## src/rtl/heightmap_triangle_sampler_core_defines.svh

```systemverilog
// Assertion macros shared by the heightmap triangle sampler modules.
`ifndef HEIGHTMAP_TRIANGLE_SAMPLER_CORE_DEFINES_SVH
`define HEIGHTMAP_TRIANGLE_SAMPLER_CORE_DEFINES_SVH

// Check a condition at every clock edge outside reset.
`define HTS_ASSERT_ALWAYS(label, expr, msg) \
    label: assert property (@(posedge clk) disable iff (!rst_n) (expr)) else $error(msg);

// Check that a condition implies another in the same cycle.
`define HTS_ASSERT_IMPLY(label, ante, cons, msg) \
    label: assert property (@(posedge clk) disable iff (!rst_n) (ante) |-> (cons)) else $error(msg);

// Check that a condition implies another in the next cycle.
`define HTS_ASSERT_NEXT(label, ante, cons, msg) \
    label: assert property (@(posedge clk) disable iff (!rst_n) (ante) |=> (cons)) else $error(msg);

`endif

```

## src/rtl/htsamp_pkg.sv

```systemverilog
// Shared constants, codes and types of the heightmap triangle sampler.
package htsamp_pkg;

    localparam int MAX_WIDTH  = 256;
    localparam int MAX_DEPTH  = 256;
    localparam int XB         = $clog2(MAX_WIDTH);
    localparam int ZB         = $clog2(MAX_DEPTH);
    localparam int BANK_DEPTH = (MAX_WIDTH / 2) * (MAX_DEPTH / 2);
    localparam int BANK_AW    = (XB - 1) + (ZB - 1);

    localparam int DIM_W   = 9;
    localparam int INV_W   = 24;
    localparam int SY_W    = 16;
    localparam int POS_W   = 24;
    localparam int FRAC_W  = 16;
    localparam int HGT_W   = 8;
    localparam int OUT_W   = 32;
    localparam int CFG_W   = 24;
    localparam int CIDX_W  = 3;
    localparam int IN_W    = 72;

    localparam int QDEPTH  = 4;
    localparam int QAW     = $clog2(QDEPTH);

    // configuration register indexes
    localparam logic [CIDX_W-1:0] CFG_GRID_WIDTH  = 3'd0;
    localparam logic [CIDX_W-1:0] CFG_GRID_DEPTH  = 3'd1;
    localparam logic [CIDX_W-1:0] CFG_INV_SCALE_X = 3'd2;
    localparam logic [CIDX_W-1:0] CFG_INV_SCALE_Z = 3'd3;
    localparam logic [CIDX_W-1:0] CFG_SCALE_Y     = 3'd4;

    // opcodes
    localparam logic OP_LOAD  = 1'b0;
    localparam logic OP_QUERY = 1'b1;

    // which corner is rebuilt to make the cell planar
    localparam logic [1:0] REPL_BR = 2'd0;
    localparam logic [1:0] REPL_TL = 2'd1;
    localparam logic [1:0] REPL_TR = 2'd2;
    localparam logic [1:0] REPL_BL = 2'd3;

    typedef struct packed {
        logic [DIM_W-1:0] grid_width;
        logic [DIM_W-1:0] grid_depth;
        logic [INV_W-1:0] inv_scale_x;
        logic [INV_W-1:0] inv_scale_z;
        logic [SY_W-1:0]  scale_y;
    } cfg_t;

    typedef struct packed {
        logic              is_query;
        logic              wr_en;
        logic              in_range;
        logic [1:0]        repl;
        logic [XB-1:0]     x;
        logic [ZB-1:0]     z;
        logic [FRAC_W-1:0] xf;
        logic [FRAC_W-1:0] zf;
        logic [HGT_W-1:0]  value;
    } cmd_t;

endpackage

```

## src/rtl/htsamp_front.sv

```systemverilog
// Front end: accept requests, scale positions and classify them into commands.
module htsamp_front (
    input  logic                   clk,
    input  logic                   rst_n,
    input  htsamp_pkg::cfg_t       cfg,
    input  logic                   s_tvalid,
    output logic                   s_tready,
    input  logic [htsamp_pkg::IN_W-1:0] s_tdata,
    input  logic                   s_tuser,
    output logic                   push,
    output htsamp_pkg::cmd_t       push_data,
    input  logic                   full
);

    localparam int GP_W  = htsamp_pkg::POS_W + htsamp_pkg::INV_W;
    localparam int INT_W = GP_W - htsamp_pkg::INV_W;
    localparam int FR_LO = htsamp_pkg::INV_W - htsamp_pkg::FRAC_W;

    logic                                   accept;
    logic                                   s1_valid_reg;
    logic                                   s1_valid_next;
    logic                                   s1_op_reg;
    logic [7:0]                             s1_sx_reg;
    logic [7:0]                             s1_sz_reg;
    logic [htsamp_pkg::HGT_W-1:0]           s1_val_reg;
    logic signed [GP_W-1:0]                 s1_gx_reg;
    logic signed [GP_W-1:0]                 s1_gz_reg;

    logic signed [htsamp_pkg::POS_W-1:0]    pos_x;
    logic signed [htsamp_pkg::POS_W-1:0]    pos_z;
    logic signed [htsamp_pkg::INV_W:0]      inv_x;
    logic signed [htsamp_pkg::INV_W:0]      inv_z;
    logic signed [GP_W:0]                   gx_full;
    logic signed [GP_W:0]                   gz_full;

    logic [htsamp_pkg::DIM_W-1:0]           w_eff;
    logic [htsamp_pkg::DIM_W-1:0]           d_eff;
    logic                                   dims_ok;
    logic [INT_W-1:0]                       gx_int;
    logic [INT_W-1:0]                       gz_int;
    logic                                   x_in;
    logic                                   z_in;
    logic                                   q_in_range;
    logic [htsamp_pkg::XB-1:0]              xi;
    logic [htsamp_pkg::ZB-1:0]              zi;
    logic [htsamp_pkg::FRAC_W-1:0]          xf;
    logic [htsamp_pkg::FRAC_W-1:0]          zf;
    logic [htsamp_pkg::FRAC_W:0]            fsum;
    logic [1:0]                             repl;
    logic                                   ld_ok;
    logic [htsamp_pkg::DIM_W-1:0]           ld_row;

    assign s_tready = !s1_valid_reg || !full;
    assign accept   = s_tvalid && s_tready;
    assign push     = s1_valid_reg && !full;

    assign pos_x   = s_tdata[24 +: htsamp_pkg::POS_W];
    assign pos_z   = s_tdata[48 +: htsamp_pkg::POS_W];
    assign inv_x   = $signed({1'b0, cfg.inv_scale_x});
    assign inv_z   = $signed({1'b0, cfg.inv_scale_z});
    assign gx_full = pos_x * inv_x;
    assign gz_full = pos_z * inv_z;

    always_comb
    begin
        s1_valid_next = s1_valid_reg;
        if (accept)
        begin
            s1_valid_next = 1'b1;
        end
        else if (push)
        begin
            s1_valid_next = 1'b0;
        end
    end

    always_ff @(posedge clk or negedge rst_n)
    begin
        if (!rst_n)
        begin
            s1_valid_reg <= 1'b0;
        end
        else
        begin
            s1_valid_reg <= s1_valid_next;
        end
    end

    // scale the position once on entry
    always_ff @(posedge clk)
    begin
        if (accept)
        begin
            s1_op_reg <= s_tuser;
            s1_sx_reg <= s_tdata[7:0];
            s1_sz_reg <= s_tdata[15:8];
            s1_val_reg <= s_tdata[23:16];
            s1_gx_reg <= gx_full[GP_W-1:0];
            s1_gz_reg <= gz_full[GP_W-1:0];
        end
    end

    // oversized grid dimensions clamp to the store size
    assign w_eff = (32'(cfg.grid_width) > 32'(htsamp_pkg::MAX_WIDTH)) ?
                   htsamp_pkg::DIM_W'(htsamp_pkg::MAX_WIDTH) : cfg.grid_width;
    assign d_eff = (32'(cfg.grid_depth) > 32'(htsamp_pkg::MAX_DEPTH)) ?
                   htsamp_pkg::DIM_W'(htsamp_pkg::MAX_DEPTH) : cfg.grid_depth;
    assign dims_ok = (w_eff >= htsamp_pkg::DIM_W'(2)) && (d_eff >= htsamp_pkg::DIM_W'(2));

    assign gx_int = s1_gx_reg[GP_W-1:htsamp_pkg::INV_W];
    assign gz_int = s1_gz_reg[GP_W-1:htsamp_pkg::INV_W];
    assign x_in   = !s1_gx_reg[GP_W-1] && (gx_int < (INT_W'(w_eff) - INT_W'(1)));
    assign z_in   = !s1_gz_reg[GP_W-1] && (gz_int < (INT_W'(d_eff) - INT_W'(1)));
    assign q_in_range = dims_ok && x_in && z_in;

    assign xi = s1_gx_reg[htsamp_pkg::INV_W +: htsamp_pkg::XB];
    assign zi = s1_gz_reg[htsamp_pkg::INV_W +: htsamp_pkg::ZB];
    assign xf = s1_gx_reg[FR_LO +: htsamp_pkg::FRAC_W];
    assign zf = s1_gz_reg[FR_LO +: htsamp_pkg::FRAC_W];
    assign fsum = {1'b0, xf} + {1'b0, zf};

    // even rows split along one diagonal, odd rows along the other
    always_comb
    begin
        if (!zi[0])
        begin
            repl = (zf >= xf) ? htsamp_pkg::REPL_BR : htsamp_pkg::REPL_TL;
        end
        else
        begin
            repl = fsum[htsamp_pkg::FRAC_W] ? htsamp_pkg::REPL_BL : htsamp_pkg::REPL_TR;
        end
    end

    // loads land with their row flipped; drop those outside the grid
    assign ld_ok  = (htsamp_pkg::DIM_W'(s1_sx_reg) < w_eff) &&
                    (htsamp_pkg::DIM_W'(s1_sz_reg) < d_eff);
    assign ld_row = d_eff - htsamp_pkg::DIM_W'(1) - htsamp_pkg::DIM_W'(s1_sz_reg);

    always_comb
    begin
        push_data.is_query = (s1_op_reg == htsamp_pkg::OP_QUERY);
        push_data.wr_en    = (s1_op_reg == htsamp_pkg::OP_LOAD) && ld_ok;
        push_data.in_range = (s1_op_reg == htsamp_pkg::OP_QUERY) && q_in_range;
        push_data.repl     = repl;
        push_data.x        = (s1_op_reg == htsamp_pkg::OP_QUERY) ? xi :
                             htsamp_pkg::XB'(s1_sx_reg);
        push_data.z        = (s1_op_reg == htsamp_pkg::OP_QUERY) ? zi :
                             htsamp_pkg::ZB'(ld_row);
        push_data.xf       = xf;
        push_data.zf       = zf;
        push_data.value    = s1_val_reg;
    end

endmodule

```

## config.mk

```make
export PLATFORM = sky130hd
export DESIGN_NAME = htsamp_front
export DESIGN_NICKNAME = d
export VERILOG_FILES = /design/src/rtl/heightmap_triangle_sampler_core_defines.svh /design/src/rtl/htsamp_pkg.sv /design/src/rtl/htsamp_front.sv
export SDC_FILE = /design/constraint.sdc
export NUM_CORES = 2
export LEC_CHECK = 0
export ABC_CLOCK_PERIOD_IN_PS = 6100
export BUFFER_PORTS_ARGS = -buffer_cell sky130_fd_sc_hd__buf_2
export CAP_MARGIN = 40
export CORE_MARGIN = 10
export CORE_UTILIZATION = 45
export DETAILED_ROUTE_END_ITERATION = 10
export PLACE_DENSITY = 0.65
export SKIP_LAST_GASP = 1
export SYNTH_ARGS = -nofsm -noshare
export SYNTH_HDL_FRONTEND = slang
export SYNTH_SLANG_ARGS = --single-unit
```

## constraint.sdc

```tcl
create_clock -name clk -period 6.1 [get_ports clk]
set_input_delay 1.525 -clock clk [delete_from_list [all_inputs] [get_ports clk]]
set_output_delay 1.525 -clock clk [all_outputs]
set_load 0.01 [all_outputs]
```

### Yosys cells after proc, flatten, opt, wreduce, memory -nomap -nowiden

Index checks and enable logic that the tools add are counted.

| word-level totals | value |
|---|---|
| flip-flop bits (word level) | 122 |
| input port bits | 159 |
| output and inout port bits | 63 |
| logic and storage cells | 49 |

| cells by class | value |
|---|---|
| add/sub/neg operators | 5 |
| multipliers | 2 |
| $lt $le $gt $ge | 9 |
| muxes and demuxes | 9 |
| bitwise gates (word level) | 1 |
| reductions and logical operators | 16 |

Operator list:

| operator | number |
|---|---|
| $mul 24x25->48 | 2 |
| $lt 24x24->1 | 2 |
| $sub 9x1->10 const B | 2 |
| $ge 9x2->1 const B | 2 |
| $gt 9x9->1 const B | 2 |
| $lt 8x9->1 | 2 |
| $mux 9 | 2 |
| $add 16x16->17 | 1 |
| $ge 16x16->1 | 1 |
| $mux 8 | 2 |
| $logic_and 1x1->1 | 10 |
| $sub 8x1->8 const B | 1 |
| $sub 8x8->8 | 1 |
| $logic_not 1->1 | 4 |
| $mux 1 | 4 |
| $mux 2 | 1 |
| $reduce_bool 2->1 | 1 |
| $logic_or 1x1->1 | 1 |
| $not 1->1 | 1 |

### Depth between registers and ports, before layout

| logic depth | value |
|---|---|
| word-level depth | 8 |
| depth in mapped cells | 27 |
| depth with buffers taken out | 25 |

### Worst setup path after synthesis

No wires, ideal clock.

| path | value |
|---|---|
| path kind | input to register |
| start | in s_tdata[48] (netlist name) |
| end | reg s1_gz_reg[35], data pin |
| library setup time | 0.255 ns |
| arrival | 7.776 ns |
| required time | 5.845 ns |
| setup slack | -1.931 ns |
| stages on the path | 25 |
| buffers on the path | 1 |
| cells stage by stage | clkbuf_1 and2_1 fa_1 inv_1 fa_1 fa_1 inv_1 fa_1 inv_1 fa_1 inv_1 fa_1 inv_1 fa_1 inv_1 ha_1 nand2_1 o21ai_2 a2111oi_4 nor3_1 o31a_1 o211ai_2 a21boi_2 or4b_1 and3_1 |

| between the ends | value |
|---|---|
| longest elaborated chain between the ends | 1 |

RTL lines:

| item | RTL line | RTL |
|---|---|---|
| from (decl) | htsamp_front.sv:8 | `input logic [htsamp_pkg::IN_W-1:0] s_tdata,` |
| $mul 24x25->48 | htsamp_front.sv:62 | `assign gz_full = pos_z * inv_z;` |
| net gz_full[35] | htsamp_front.sv:34 | `logic signed [GP_W:0] gz_full;` |
| to (signal assigned) | htsamp_front.sv:99 | `s1_gz_reg <= gz_full[GP_W-1:0];` |
| to (decl) | htsamp_front.sv:27 | `logic signed [GP_W-1:0] s1_gz_reg;` |

The timed path passes the listed nets, and every way through them passes these cells.
A chain may end at the register's enable or synchronous reset.

### Worst setup path after layout

| path | value |
|---|---|
| start | in s_tdata[60] (netlist name) |
| end | reg s1_gz_reg[43], data pin |

The elaborated chain is that of the path after synthesis.

==> impl_metrics.py <==
metrics = {
    "yosys": {
        "synth.most_common_cell": "inv_1",
        "synth_mux_area_share_pct": 0.328,
        "postSynthCellCount": 4732,
        "synth_area_leaders": "fa_1 (44%), ha_1 (14%), inv_1 (9.5%), and2_1 (7.8%), edfxtp_1 (7.2%)",
        "syn_nets": 6341,
        "synth_simple_gate_area_share_pct": 16.3,
        "avgSynthCellArea_um2": 9.28,
        "synth_top_cell_by_area": "fa_1",
        "synthTopCellsByCount": "inv_1 (1108), fa_1 (963), nand2_1 (624)",
        "yosysTopAreaCellShare_pct": 43.9,
        "synth_edf_count": 105,
        "synthArstFlopShare_pct": 0.943,
        "synth_top_family_by_area": "adder cells",
        "synth_xor_xnor_area_share_pct": 1.91,
        "ys_seq_area_share_pct": 7.23,
        "ys_types": 77,
        "synth-seq-cells": 106,
        "syn_area_um2": 43900,
        "synth-compound-area-share_pct": 4.64,
        "synthFlopType": "edfxtp_1",
        "yosysWarnings": 0,
        "synth_fa_ha_area_share_pct": 57.8,
    },
    "sta": {
        "fin_ws_ps": -1590,
        "fin_hold_ws_ps": 535,
        "rsz0062_at_grt": "yes",
        "clock_skew_ps": 18.8,
        "worst_pin_slew_ps": 811,
        "period_minus_slack_ps": 7690,
        "hold_viol": 0,
        "post-route-period-util_pct": 126,
        "relSlewSlack_pct": 45.9,
        "timing.final.max_slew_violations": 0,
        "setup_violations": 74,
        "timing.fmax_mhz": 130,
    },
    "cts": {
        "clock_latency_ps": 400,
        "cts-root-buf": "clkbuf_16",
        "htree_levels": 3,
        "clock_sinks": 106,
        "clockBufferDepth": 2,
        "cts_tree": "done",
        "postCtsHoldBufs": 0,
        "cts-buffers-inserted": 9,
        "clkTransAtPathRegs_ps": 90,
    },
    "die": {
        "ios": 222,
        "dieArea_um2": 111000,
        "placementRows": 114,
        "start_util_pct": 45.4,
        "fp.dieW_um": 332,
        "core-area_um2": 96700,
        "die_h_um": 332,
    },
    "setup_path": {
        "worst-path-max-fanout": 5,
        "arrival_ps": 7840,
        "cp-end-kind": "flip-flop",
        "critPathMostFrequentCell": "fa_1",
        "critical_path_required_ps": 6250,
        "start_kind": "input pin",
        "path_class": "input pin to flip-flop",
        "critPathTopFamily": "adder cells",
        "crit_path_top_delay_cell": "fa_1",
        "path_buf_inv": 8,
        "slowest_delay_ps": 590,
    },
    "placement": {
        "place_hpwl_mm": 99.6,
        "port_buffers": 205,
        "dp.cells": 6495,
        "pre_cts_ws_ps": -2070,
        "gp_congestion": 0.900,
    },
    "global_routing": {
        "grt_pass1_wl_mm": 189,
        "first_global_vias": 36293,
        "grt-ovfl-total": 0,
        "antenna_found_initial": 16,
        "gr-usage-all-layers_pct": 21.1,
        "grt_max_degree": 56,
    },
    "layout": {
        "fillers": 8556,
        "instances_no_fill": 6603,
        "area_growth_pct": 21.7,
        "drive_gt1_share_pct": 23.1,
        "fin_nets": 6921,
    },
    "min_path": {
        "hold_path.class": "flip-flop to flip-flop",
    },
    "route": {
        "drt-initial-drc-count": 1519,
        "wire_per_inst_um": 17.4,
        "remaining_drc_errors": 0,
        "via_per_inst": 5.01,
        "dr.pass1.iters": 5,
        "wl_mm": 115,
        "ant_nets": 0,
        "via_count": 33077,
    },
    "run_status": {
        "violations": "negative setup slack",
        "outcome": "finished with violations",
    },
    "run": {
        "maxCapViolCount": 0,
    },
}
cell type report:
type	count	area, um^2	share of cell area (%)
multi-input cells	3280	37400	70.0
flip-flops and latches	106	3180	5.95
inverters	1109	4160	7.79
well taps	1276	1600	2.99
repair buffers	806	6730	12.6
clock buffers	9	225	0.421
diodes	10	25.0	0.0468
clock inverters	7	91.3	0.171
worst reg2reg max path, stage by stage, from the launching register on:
cell	delay [ps]
dfrtp_1	380
nand2_1	100
and2_4	640
buf_4	600
worst paths after layout:
path / startpoint / endpoint / slack [ps] / cells after the start
max: s_tdata[60] / s1_gz_reg[43] / -1590 / 25
min: s1_valid_reg / s1_valid_reg / 530 / 2
max reg2reg: s1_valid_reg / s1_val_reg[6] / 4000 / 3
min reg2reg: s1_valid_reg / s1_valid_reg / 530 / 2
max in group asynchronous: rst_n / s1_valid_reg / 5140 / 1
min in group asynchronous: rst_n / s1_valid_reg / 880 / 1
repair_timing:
action                                 4_1_cts  5_1_grt
setup endpoints to repair                   76       78
pin swaps                                  131      174
resized for setup                          309      242
cloned                                       2        2
endpoints found under the hold margin        0        0
setup buffers                               58       40
per-stage QoR:
step	TNS, ps	area [um^2]	util [%]
after CTS	-73010	52200	54.0
final	-75120	53400	55.3
after floorplan	-64260	45100	-
after global routing	-86870	53400	55.3
after global placement	-112970	50300	52.0
after detailed placement	-116360	50300	52.0
routing by layer:
layer  GRT usage (%)  share of wire [%]  vias to the layer above
met2            38.1                 52                      657
met5               0              0.019                        -
met1            25.5                 40                    17032
li1                -                  -                    15177
met3            2.22                3.3                      207
met4            8.51                4.8                        4
layout by cell type, fill, tap and decap left out, drive strengths merged, types with 25 or more instances in the layout:
master and instances:
a21o 50, a21oi 93, and2 549, buf 798
edfxtp 105, fa 963, ha 487, inv 1112
nand2 624, nand2b 37, nor2 64, nor2b 51
o21ai 55, xnor2 71, xor2 25
cells by family after synthesis:
kind of cell,after synthesis
fa+ha+maj,1450
xor+xnor,96
compound gates,300
flops,106
mux,13
buf+inv,1346
simple gates,1421
Power is not shown: default switching activity piles up to over one toggle a cycle in this logic, so the estimate is an artifact.
