## src/rtl/heightmap_triangle_sampler_core_defines.svh

```systemverilog
// Assertion macros shared by the heightmap triangle sampler modules.
`ifndef HEIGHTMAP_TRIANGLE_SAMPLER_CORE_DEFINES_SVH
`define HEIGHTMAP_TRIANGLE_SAMPLER_CORE_DEFINES_SVH

// Check a condition at every clock edge outside reset.
`define HTS_ASSERT_ALWAYS(label, expr, msg) \
    label: assert property (@(posedge clk) disable iff (!rst_n) (expr)) else $error(msg);

// Check that a condition implies another in the same cycle.
`define HTS_ASSERT_IMPLY(label, ante, cons, msg) \
    label: assert property (@(posedge clk) disable iff (!rst_n) (ante) |-> (cons)) else $error(msg);

// Check that a condition implies another in the next cycle.
`define HTS_ASSERT_NEXT(label, ante, cons, msg) \
    label: assert property (@(posedge clk) disable iff (!rst_n) (ante) |=> (cons)) else $error(msg);

`endif

```

## src/rtl/htsamp_pkg.sv

```systemverilog
// Shared constants, codes and types of the heightmap triangle sampler.
package htsamp_pkg;

    localparam int MAX_WIDTH  = 256;
    localparam int MAX_DEPTH  = 256;
    localparam int XB         = $clog2(MAX_WIDTH);
    localparam int ZB         = $clog2(MAX_DEPTH);
    localparam int BANK_DEPTH = (MAX_WIDTH / 2) * (MAX_DEPTH / 2);
    localparam int BANK_AW    = (XB - 1) + (ZB - 1);

    localparam int DIM_W   = 9;
    localparam int INV_W   = 24;
    localparam int SY_W    = 16;
    localparam int POS_W   = 24;
    localparam int FRAC_W  = 16;
    localparam int HGT_W   = 8;
    localparam int OUT_W   = 32;
    localparam int CFG_W   = 24;
    localparam int CIDX_W  = 3;
    localparam int IN_W    = 72;

    localparam int QDEPTH  = 4;
    localparam int QAW     = $clog2(QDEPTH);

    // configuration register indexes
    localparam logic [CIDX_W-1:0] CFG_GRID_WIDTH  = 3'd0;
    localparam logic [CIDX_W-1:0] CFG_GRID_DEPTH  = 3'd1;
    localparam logic [CIDX_W-1:0] CFG_INV_SCALE_X = 3'd2;
    localparam logic [CIDX_W-1:0] CFG_INV_SCALE_Z = 3'd3;
    localparam logic [CIDX_W-1:0] CFG_SCALE_Y     = 3'd4;

    // opcodes
    localparam logic OP_LOAD  = 1'b0;
    localparam logic OP_QUERY = 1'b1;

    // which corner is rebuilt to make the cell planar
    localparam logic [1:0] REPL_BR = 2'd0;
    localparam logic [1:0] REPL_TL = 2'd1;
    localparam logic [1:0] REPL_TR = 2'd2;
    localparam logic [1:0] REPL_BL = 2'd3;

    typedef struct packed {
        logic [DIM_W-1:0] grid_width;
        logic [DIM_W-1:0] grid_depth;
        logic [INV_W-1:0] inv_scale_x;
        logic [INV_W-1:0] inv_scale_z;
        logic [SY_W-1:0]  scale_y;
    } cfg_t;

    typedef struct packed {
        logic              is_query;
        logic              wr_en;
        logic              in_range;
        logic [1:0]        repl;
        logic [XB-1:0]     x;
        logic [ZB-1:0]     z;
        logic [FRAC_W-1:0] xf;
        logic [FRAC_W-1:0] zf;
        logic [HGT_W-1:0]  value;
    } cmd_t;

endpackage

```

## src/rtl/htsamp_queue.sv

```systemverilog
// Command queue between the front end and the back end.
`include "heightmap_triangle_sampler_core_defines.svh"

module htsamp_queue (
    input  logic             clk,
    input  logic             rst_n,
    input  logic             push,
    input  htsamp_pkg::cmd_t push_data,
    output logic             full,
    input  logic             pop,
    output logic             valid,
    output htsamp_pkg::cmd_t head
);

    htsamp_pkg::cmd_t              slot_reg [htsamp_pkg::QDEPTH];
    logic [htsamp_pkg::QAW-1:0]    wr_ptr_reg;
    logic [htsamp_pkg::QAW-1:0]    rd_ptr_reg;
    logic [htsamp_pkg::QAW:0]      count_reg;
    logic [htsamp_pkg::QAW:0]      count_next;

    assign full  = (count_reg == (htsamp_pkg::QAW + 1)'(htsamp_pkg::QDEPTH));
    assign valid = (count_reg != '0);
    assign head  = slot_reg[rd_ptr_reg];

    always_comb
    begin
        unique case ({push, pop})
            2'b10:   count_next = count_reg + (htsamp_pkg::QAW + 1)'(1);
            2'b01:   count_next = count_reg - (htsamp_pkg::QAW + 1)'(1);
            default: count_next = count_reg;
        endcase
    end

    always_ff @(posedge clk or negedge rst_n)
    begin
        if (!rst_n)
        begin
            wr_ptr_reg <= '0;
            rd_ptr_reg <= '0;
            count_reg  <= '0;
        end
        else
        begin
            count_reg <= count_next;
            if (push)
            begin
                wr_ptr_reg <= wr_ptr_reg + htsamp_pkg::QAW'(1);
            end
            if (pop)
            begin
                rd_ptr_reg <= rd_ptr_reg + htsamp_pkg::QAW'(1);
            end
        end
    end

    always_ff @(posedge clk)
    begin
        if (push)
        begin
            slot_reg[wr_ptr_reg] <= push_data;
        end
    end

    `HTS_ASSERT_ALWAYS(a_count_bound, count_reg <= (htsamp_pkg::QAW + 1)'(htsamp_pkg::QDEPTH), "queue count overflow")
    `HTS_ASSERT_IMPLY(a_no_push_full, full, !push, "push into full queue")
    `HTS_ASSERT_NEXT(a_count_up, push && !pop, count_reg == $past(count_reg) + 1'b1, "queue count lost a push")

endmodule

```

## config.mk

```make
export PLATFORM = sky130hd
export DESIGN_NAME = htsamp_queue
export DESIGN_NICKNAME = d
export VERILOG_FILES = /design/src/rtl/htsamp_pkg.sv /design/src/rtl/htsamp_queue.sv
export VERILOG_INCLUDE_DIRS = /design/src /design/src/rtl
export SDC_FILE = /design/constraint.sdc
export NUM_CORES = 1
export LEC_CHECK = 0
export ABC_AREA = 1
export BUFFER_PORTS_ARGS = -buffer_cell sky130_fd_sc_hd__buf_2
export CORE_ASPECT_RATIO = 1.2
export CORE_MARGIN = 1
export CORE_UTILIZATION = 60
export DETAILED_ROUTE_END_ITERATION = 7
export GPL_TIMING_DRIVEN = 0
export PLACE_DENSITY = 0.85
export SLEW_MARGIN = 10
export SYNTH_ARGS = -nofsm -noshare
export SYNTH_HDL_FRONTEND = slang
export SYNTH_SLANG_ARGS = --single-unit
export TNS_END_PERCENT = 5
```

## constraint.sdc

```tcl
create_clock -name clk -period 4.3 [get_ports clk]
set_input_delay 1.29 -clock clk [delete_from_list [all_inputs] [get_ports clk]]
set_output_delay 1.29 -clock clk [all_outputs]
set_load 0.01 [all_outputs]
```

Word-level counts from Yosys, hierarchy flattened
Memories as Yosys holds them, arrays and structs flattened.
Cells that the tools add are included.
{"block": "op_classes", "addsub": 4, "n_eq_ne": 3, "muxes": 3, "reduce_logical": 2}
{"op": "3-bit one-hot mux with 2 select lines", "count": 1}
{"op": "2-bit by 1-bit adder with 2-bit output (second input constant)", "count": 2}
{"op": "3-bit by 1-bit adder with 3-bit output (second input constant)", "count": 1}
{"op": "3-bit equality test (second input constant)", "count": 1}
{"op": "3-bit nonzero test", "count": 1}
{"op": "3-bit by 1-bit subtractor with 3-bit output (second input constant)", "count": 1}
{"op": "2-bit by 1-bit equality test with 1-bit output (second input constant)", "count": 1}
{"op": "2-bit equality test (second input constant)", "count": 1}
{"op": "1-bit two-way mux", "count": 2}
{"op": "2-bit nonzero test", "count": 1}
{"block": "word_totals", "reg_bits": 7, "ram_bits": 244, "mem_count": 1}
{"name": "slot_reg", "words": 4, "word_bits": 61, "rd": 1, "rd_clocked_by_memory_dff": 0, "write_ports": 1, "line_no": "htsamp_queue.sv:15", "source": "htsamp_pkg::cmd_t slot_reg [htsamp_pkg::QDEPTH];"}

Longest topological paths before layout
Gate-level depths: netlist of the first run.
{"block": "depth", "depth_word": 2, "depth_mapped": 10, "depth_no_buf": 9}

Worst setup path before layout of the first run
No wires, ideal clock.
{"block": "synth_path", "path_type": "input -> register", "startpoint": "input push", "endpoint": "memory slot_reg[0][0] in the netlist's numbering (enable)", "setup_time_ns": 0.415, "t_arrival_ns": 2.687, "required_time_ns": 3.885, "path_slack_ns": 1.198, "path_stages": 3, "cell_sequence": "buf_2 nand2_1 inv_1"}
{"block": "synth_via", "elab_chain_cells": 2}
{"item": "start, declared", "line_no": "htsamp_queue.sv:7", "source": "input logic push,"}
{"item": "1-bit two-way mux", "line_no": "htsamp_queue.sv:58", "source": "if (push)"}
{"item": "1-bit two-way mux (not written as such)", "line_no": "htsamp_queue.sv:60", "source": "slot_reg[wr_ptr_reg] <= push_data;"}
{"item": "end, declared", "line_no": "htsamp_queue.sv:15"}
No other way between the ends.

==> impl_results.md, run 1 <==
* Outcome: finished clean
* Vias in the first global route at between 6000 and 7000
* Worst hold path depth at 2
* Cells after synthesis at 760
* Hpwl dp at 12.8 mm
* P_leak at 0.00487 µW
* Footprint of the multi-input gates at about 1800 µm²
* Hold Violations, Final at 0
* Count of different cell masters after synthesis at 18
* Slew headroom at 0.706
* RSZ-0062 raised after global routing: no
* GR Util All Layers at 0.239
* Global routing's busiest layer: met2
* Final-layout fill cell count at about 1000
* Cell Chain, Critical Path: buf_2, inv_2, buf_2, o211ai_1, nand2_1, buf_2
* Synthesized Nets at roughly 830
* Clock-pin slew on the worst setup and hold paths at ~0.060 ns
* CTS H-tree lvls at 1
* R2R Path Start: wr_ptr_reg[0]$_DFFE_PN0P_
* Initial Util at 0.617
* CP endpoint kind: primary output
* Final core utilization at 0.727
* Initial antenna violation count at 2
* Port Buffers at approximately 130
* Post-synth top area cell: edfxtp_1
* Worst min path class: reg2reg
* Worst VDD drop at 0.000545 V
* Fin crit period at 3.20 ns
* I/O pin total at ~130
* Post-CTS Resized at 0
* Clk_lat worst skew at approximately 0.5 ns
* Die height at roughly 140 µm
* DR vias/cell at around 5.4
* NumNets Final at a little under 1000
* Clock sink count at ~250
* Setup TNS after final layout at 0 ns
* Tcrit/Tclk final at 0.744
* Worst Path Arrival at 1.91 ns
* Chip width at about 120 µm
* Post-DRT Antenna Nets at 0
* Worst Reg-to-Reg Cells at 5
* Post-CTS setup buffers at 0
* Cell family with most CP delay: buffers and inverters
* FF-to-FF End: slot_reg[0][25]$_DFFE_PP_
* # DRC at 0
* CP Launch Type: flop
* R2r setup slk at between 2 and 3 ns
* Register Area at 7500 µm²
* Critical path type: reg2out
* Largest register FFs at around 240
* CP Data Required Time at around 3.0 ns
* Met3 GRT Util at 0.0504
* Synth Register Bits at 251
* First-pass GRT wire length at around 31 mm
* Max Slew Vio Count at 0
* Met2 Use GR at 0.436
* Total CTS buffers at 23
* Setup Skew at about 0.0063 ns
* Hold_buf cts at 0
* Remaining Overflow, GRT at 0
* PwrDens at around 710 nW/µm²
* Largest net degree at the start of global routing at 45
* Max Cap Viol at 0
* Post-Route WL at around 20 mm
* Slowest CP cell: dfrtp_1
* Setup Viol. Count Final at 0
* YS warnings at 0
* Core area at ~16000 µm²
* Synth top area share at 0.727
* Post-route insts no fill at ~1100
* Max incr delay on CP at roughly 0.35 ns
* Die area at around 17000 µm²
* First drt pass iteration count at 4
* Layout area overhead at 17.9%
* Rows at between 50 and 60
* Crit path max fanout at 10
* WL/cell at 17.8 µm
* Share of layout cells above drive strength 1 at 0.227
* GPL Wtd Cong at 0.763
* CP Buf/Inv Count at 4
* Max clock buf depth at 3
* CTS tree: built
* Hold wc startpoint: count_reg[2]$_DFFE_PN0P_
* Mean Syn Cell Area at between 10 and 15 µm²
* Fmax at between 0.3 and 0.4 GHz
* Seq/Total Area, Yosys at 0.745
* Placed Cells at 1102
* DRT iter0 DRCs at 388
* Mapped Area at between 10000 and 15000 µm²
* Met1 usage at 0.275
* Synth top area cells: edfxtp_1 (73%), o211ai_1 (9.1%), nand2_1 (7.2%)
* CTS Root Buffer Type: clkbuf_16
* Slew @ Worst Pin at around 0.44 ns
* Top cell by count, worst path: buf_2
* Hold endpoint: count_reg[2]$_DFFE_PN0P_
* Vias at slightly above 6000
==> cell type report <==
cell class | instances | share of cell area
sequential | 251 | 0.632
multi-input combinational | 332 | 0.151
timing repair buffer | 130 | 0.0611
clock buffer | 26 | 0.0494
inverter | 136 | 0.0438
buffer | 41 | 0.0225
tap | 212 | 0.0223
clock inverter | 15 | 0.0175
antenna | 1 | 0.000211
==> power by group <==
part | internal (µW) | switching (µW)
logic | 1050 | 1950
clock network | 1280 | 827
registers | 3200 | 114
==> Yosys cell counts <==
cell type / count
buf_2: 18
buf_4: 21
buf_6: 1
clkbuf_4: 1
dfrtp_1: 7
edfxtp_1: 244
fa_1: 1
ha_1: 5
inv_1: 135
inv_2: 1
nand2_1: 194
nand3_1: 2
nand4_1: 1
nor3_1: 1
o211ai_1: 122
o21ai_0: 2
xnor2_1: 1
xor2_1: 3
==> layout by cell type, fill, tap and decap left out, types with 4 or more instances in the layout <==
| master | n |
|---|---|
| edfxtp_1 | 244 |
| dfrtp_1 | 7 |
| nand2_1 | 194 |
| bufinv_16 | 5 |
| inv_4 | 4 |
| ha_1 | 5 |
| buf_2 | 144 |
| o211ai_1 | 122 |
| inv_1 | 131 |
| clkbuf_16 | 23 |
| buf_4 | 21 |
==> worst reg2reg max path, delay by kind of cell (launching register included) <==
kind                     cells  cell delay, ns
adder cells (fa/ha/maj)      1            0.14
buffers and inverters        3            0.72
flip-flops                   1            0.42
AND/OR/NAND/NOR              1            0.08
==> cells by family after synthesis <==
logic type | count (synthesis) | share of synthesized area
compound gates | 124 | 0.0919
flops | 251 | 0.745
buf+inv | 177 | 0.0771
xor+xnor | 4 | 0.00348
simple gates | 198 | 0.0744
fa+ha+maj | 6 | 0.00820
==> worst max-delay path by stage <==
stage | from | to | slack [ns] | cells past startpoint
final | rd_ptr_reg[1]$_DFFE_PN0P_ | head[13] | 1.10 | 6
after global routing | rd_ptr_reg[1]$_DFFE_PN0P_ | head[13] | 1.03 | 6
after CTS | rd_ptr_reg[1]$_DFFE_PN0P_ | head[13] | 1.11 | 6
after detailed placement | rd_ptr_reg[1]$_DFFE_PN0P_ | head[39] | 1.66 | 6
after global placement | push | slot_reg[3][24]$_DFFE_PP_ | 0.24 | 3
after floorplan | push | slot_reg[0][0]$_DFFE_PP_ | 1.20 | 3
==> routing by layer <==
metal  wire, µm  part of all wire
met3       1520             0.075
met1       7680              0.38
met4        488             0.024
met5         16           0.00079
met2      10600              0.52
==> stage by stage <==
stage	hold slack (ns)	setup slack (ns)	cell area [µm²]	total power [µW]
after floorplan	0.442	1.20	10100	5170
after CTS	0.514	1.11	11900	8460
after detailed placement	0.495	1.66	11100	6360
final	0.512	1.10	11900	8420
after global routing	0.520	1.03	11900	8820
after global placement	0.457	0.245	11000	6260
(Power assumes the default switching activity.)
==> run 2, diff against run 1 <==
--- a/config.mk
+++ b/config.mk
@@ -6,14 +6,14 @@
 export SDC_FILE = /design/constraint.sdc
 export NUM_CORES = 1
 export LEC_CHECK = 0
-export ABC_AREA = 1
+export ABC_AREA = 0
 export BUFFER_PORTS_ARGS = -buffer_cell sky130_fd_sc_hd__buf_2
 export CORE_ASPECT_RATIO = 1.2
 export CORE_MARGIN = 1
-export CORE_UTILIZATION = 60
+export CORE_UTILIZATION = 51
 export DETAILED_ROUTE_END_ITERATION = 7
 export GPL_TIMING_DRIVEN = 0
-export PLACE_DENSITY = 0.85
+export PLACE_DENSITY = 0.78
 export SLEW_MARGIN = 10
 export SYNTH_ARGS = -nofsm -noshare
 export SYNTH_HDL_FRONTEND = slang
==> constraint.sdc (replaced) <==
create_clock -name clk -period 2.9 [get_ports clk]
set_input_delay 0.87 -clock clk [delete_from_list [all_inputs] [get_ports clk]]
set_output_delay 0.87 -clock clk [all_outputs]
set_load 0.01 [all_outputs]
==> run 2 against run 1 <==
Against the previous run: the flow now finishes with violations (design-rule violations); non-clock buffer count fell by 26; sequential power grew 48%; hold slack worse by 0.32 ns; cell area fell by 6.3%; largest cell class unchanged; highest routed layer is now met4.
==> impl_results.md, run 2 <==
* Count of different cell masters after synthesis at 19 (+1)
* YS warnings at 0 (unchanged)
* Commonest non-fill, non-tap cell in the layout: edfxtp_1
* Placed Area at 10300 µm² (-7.1%)
* Post-route insts no fill at 752 (-34%)
* Layout area overhead at 20.0%
* CP Buf/Inv Count at 3 (-1)
* Setup Viol. Count Final at 0 (unchanged)
* Post-CTS setup buffers at 0 (unchanged)
* Outcome: finished with violations
* # DRC at 8 (+8)
* Synth Register Bits at 251 (unchanged)
* Clock sink count at 251 (unchanged)
* Tcrit/Tclk final at 0.951
* Worst VDD drop at 0.000681 V (+25%)
* Placed Cells at 706 (-36%)
* CTS H-tree lvls at 1 (unchanged)
* Synthesized Nets at 426 (-49%)
* CP endpoint: head[13]
* CP Launch Type: flop
* Final core utilization at 0.631 (-0.0958)
* Cell Chain, Critical Path: buf_6, buf_12, mux4_2, buf_2
* R2r setup slk at 1.11 ns (-1.49 ns)
* Clk_lat worst skew at 0.50 ns (about the same)
* Max Cap Viol at 0 (unchanged)
* Setup Skew at 0.0206 ns (+0.0143 ns)
* Vias at 4055 (-35%)
* Synth top area cells: edfxtp_1 (79%), mux4_2 (14%), dfrtp_1 (1.9%)
* Total CTS buffers at 24 (+4.3%)
* Synth top area share at 0.790 (+0.0625)
* Max incr delay on CP at 0.52 ns (+0.17 ns)
* Post-Route WL at 15.5 mm (-23%)
* Slew headroom at 0.675 (-0.0306)
* Die area at 18700 µm² (+8.2%)
* P_leak at 0.00389 µW (-20%)
* Hpwl dp at 9.62 mm (-25%)
* Cell family with most CP delay: buffers and inverters
* Worst Reg-to-Reg Cells at 4 (-1)
* Chip width at 125 µm (+4.0%)
* Post-synth EDFFs at 244 (unchanged)
* Port Buffers at 127 (+0.79%)
* GR Util All Layers at 0.171 (-0.0680)
* Violated checks: design-rule violations
* Max Slew Vio Count at 0 (unchanged)
* Core area at 17600 µm² (+8.0%)
* Worst Path Arrival at 1.89 ns (-0.02 ns)
* Critical path type: reg2out
* First drt pass iteration count at 8 (+4)
* Synth cell count leaders: edfxtp_1 (244), mux4_2 (58), buf_2 (7), dfrtp_1 (7)
* Die height at 150 µm (+4.0%)
* PwrDens at 1030 nW/µm² (+45%)
* Seq/Total Area, Yosys at 0.809 (+0.0640)
* Worst Setup SP: rd_ptr_reg[0]$_DFFE_PN0P_
* Post-CTS Resized at 0 (unchanged)
* Clock-pin slew on the worst setup and hold paths at 0.06 ns (about the same)
* Post-DRT Antenna Nets at 0 (unchanged)
* RSZ-0062 raised after global routing: no
* Rows at 53 (+3.9%)
* CP Data Required Time at 2.03 ns (-0.98 ns)
* Crit path max fanout at 10 (unchanged)
* Slowest CP cell: mux4_2
* Ys flop type: edfxtp_1
* WL/cell at 20.7 µm (+16%)
* CTS Root Buffer Type: clkbuf_16
* Non-Filler Cell Area, Final at 11100 µm² (-6.3%)
* Initial antenna violation count at 2 (unchanged)
* Most numerous cell in the Yosys netlist: edfxtp_1
* Largest net degree at the start of global routing at 44 (-2.2%)
* I/O pin total at 128 (unchanged)
* Remaining Overflow, GRT at 0 (unchanged)
* DR vias/cell at 5.39 (-0.52%)
* Share of layout cells above drive strength 1 at 0.451 (+0.224)
* Max clock buf depth at 3 (unchanged)
* Hold Violations, Final at 0 (unchanged)
* Largest register FFs at 244 (unchanged)
* Hold_buf cts at 0 (unchanged)
* Initial Util at 0.526 (-0.0908)
* GPL Wtd Cong at 0.663 (-13%)
* Fmax at 0.363 GHz
* WHS at 0.190 ns (-0.323 ns)
* R2R Path Start: wr_ptr_reg[0]$_DFFE_PN0P_
* CP endpoint kind: primary output
* Mapped Area at 9280 µm² (-7.9%)
* Slew @ Worst Pin at 0.487 ns (+0.0460 ns)
* Post-synth ARST share at 0.0279 (unchanged)
* CTS tree: built
* Worst min path class: in2async
* Fin crit period at around 2.8 ns
* Critical path depth at 4 (-2)
* First-pass GRT wire length at 24.1 mm (-21%)
* Commonest cells after routing, fill and taps aside: edfxtp_1 (244), buf_2 (134), mux4_2 (58), clkbuf_16 (25), buf_12 (8)
* Post-synth top area cell: edfxtp_1
* DRT iter0 DRCs at 228 (-41%)
* Vias in the first global route at 4491 (-26%)
* Cells after synthesis at 355 (-53%)
* FF-to-FF End: slot_reg[0][6]$_DFFE_PP_
* NumNets Final at 583 (-41%)
* Mean Syn Cell Area at 26.1 µm² (+97%)
[run 2: cell type report]
| type | count | area, µm² |
|---|---|---|
| antenna | 2 | 5.00 |
| buffer | 14 | 166 |
| clock buffer | 32 | 652 |
| clock inverter | 12 | 179 |
| fill | 1222 | 6510 |
| inverter | 6 | 22.5 |
| multi-input combinational | 84 | 1590 |
| sequential | 251 | 7500 |
| tap | 220 | 275 |
| timing repair buffer | 131 | 731 |
[run 2: stage by stage]
step	setup TNS (ns)	total power (µW)	worst slack [ns]
final	0	11500	0.143
after global routing	0	12000	0.0217
after CTS	0	11700	0.0856
after detailed placement	0	8420	0.624
after global placement	-281.04	8310	-1.17
after floorplan	0	7190	0.168
[run 2: cells by family after synthesis]
kind of cell | synth area share
and+or+nand+nor | 0.00526
AOI/OAI and AO/OA | 0.000539
DFF | 0.809
buffers and inverters | 0.0204
muxes | 0.150
adders and majority gates | 0.00890
xor gates and xnor gates | 0.00567
[run 2: power by group]
| part | leakage, µW | internal [µW] | switching (µW) |
|---|---|---|---|
| sequential | 0.00232 | 4740 | 159 |
| clock | 0.000403 | 2020 | 1210 |
| combinational | 0.00117 | 1630 | 1720 |
| total | 0.00389 | 8390 | 3090 |
[run 2: layer usage]
layer,track usage,vias to the layer above,wire [µm]
met1,0.205,2074,6040
met4,0.0579,0,293
met2,0.309,118,8330
met5,0,-,0
li1,-,1840,-
met3,0.0368,23,873
[run 2: how the worst min path moves through the flow]
stage                     slack, ns                      from  depth (start not counted)                         to
after floorplan                0.45  count_reg[2]$_DFFE_PN0P_                          1   count_reg[2]$_DFFE_PN0P_
after global placement         0.47  count_reg[2]$_DFFE_PN0P_                          1   count_reg[2]$_DFFE_PN0P_
after detailed placement       0.49  count_reg[2]$_DFFE_PN0P_                          1   count_reg[2]$_DFFE_PN0P_
after CTS                      0.18                     rst_n                          1  wr_ptr_reg[0]$_DFFE_PN0P_
after global routing           0.17                     rst_n                          1  wr_ptr_reg[0]$_DFFE_PN0P_
final                          0.19                     rst_n                          1  wr_ptr_reg[0]$_DFFE_PN0P_
[run 2: worst reg2reg max path, delay by kind of cell, from the launching register on]
family,cells,cell delay (ns)
flip-flops,1,0.43
adder cells (fa/ha/maj),1,0.16
buffers and inverters,2,0.41
AND/OR/NAND/NOR,1,0.46
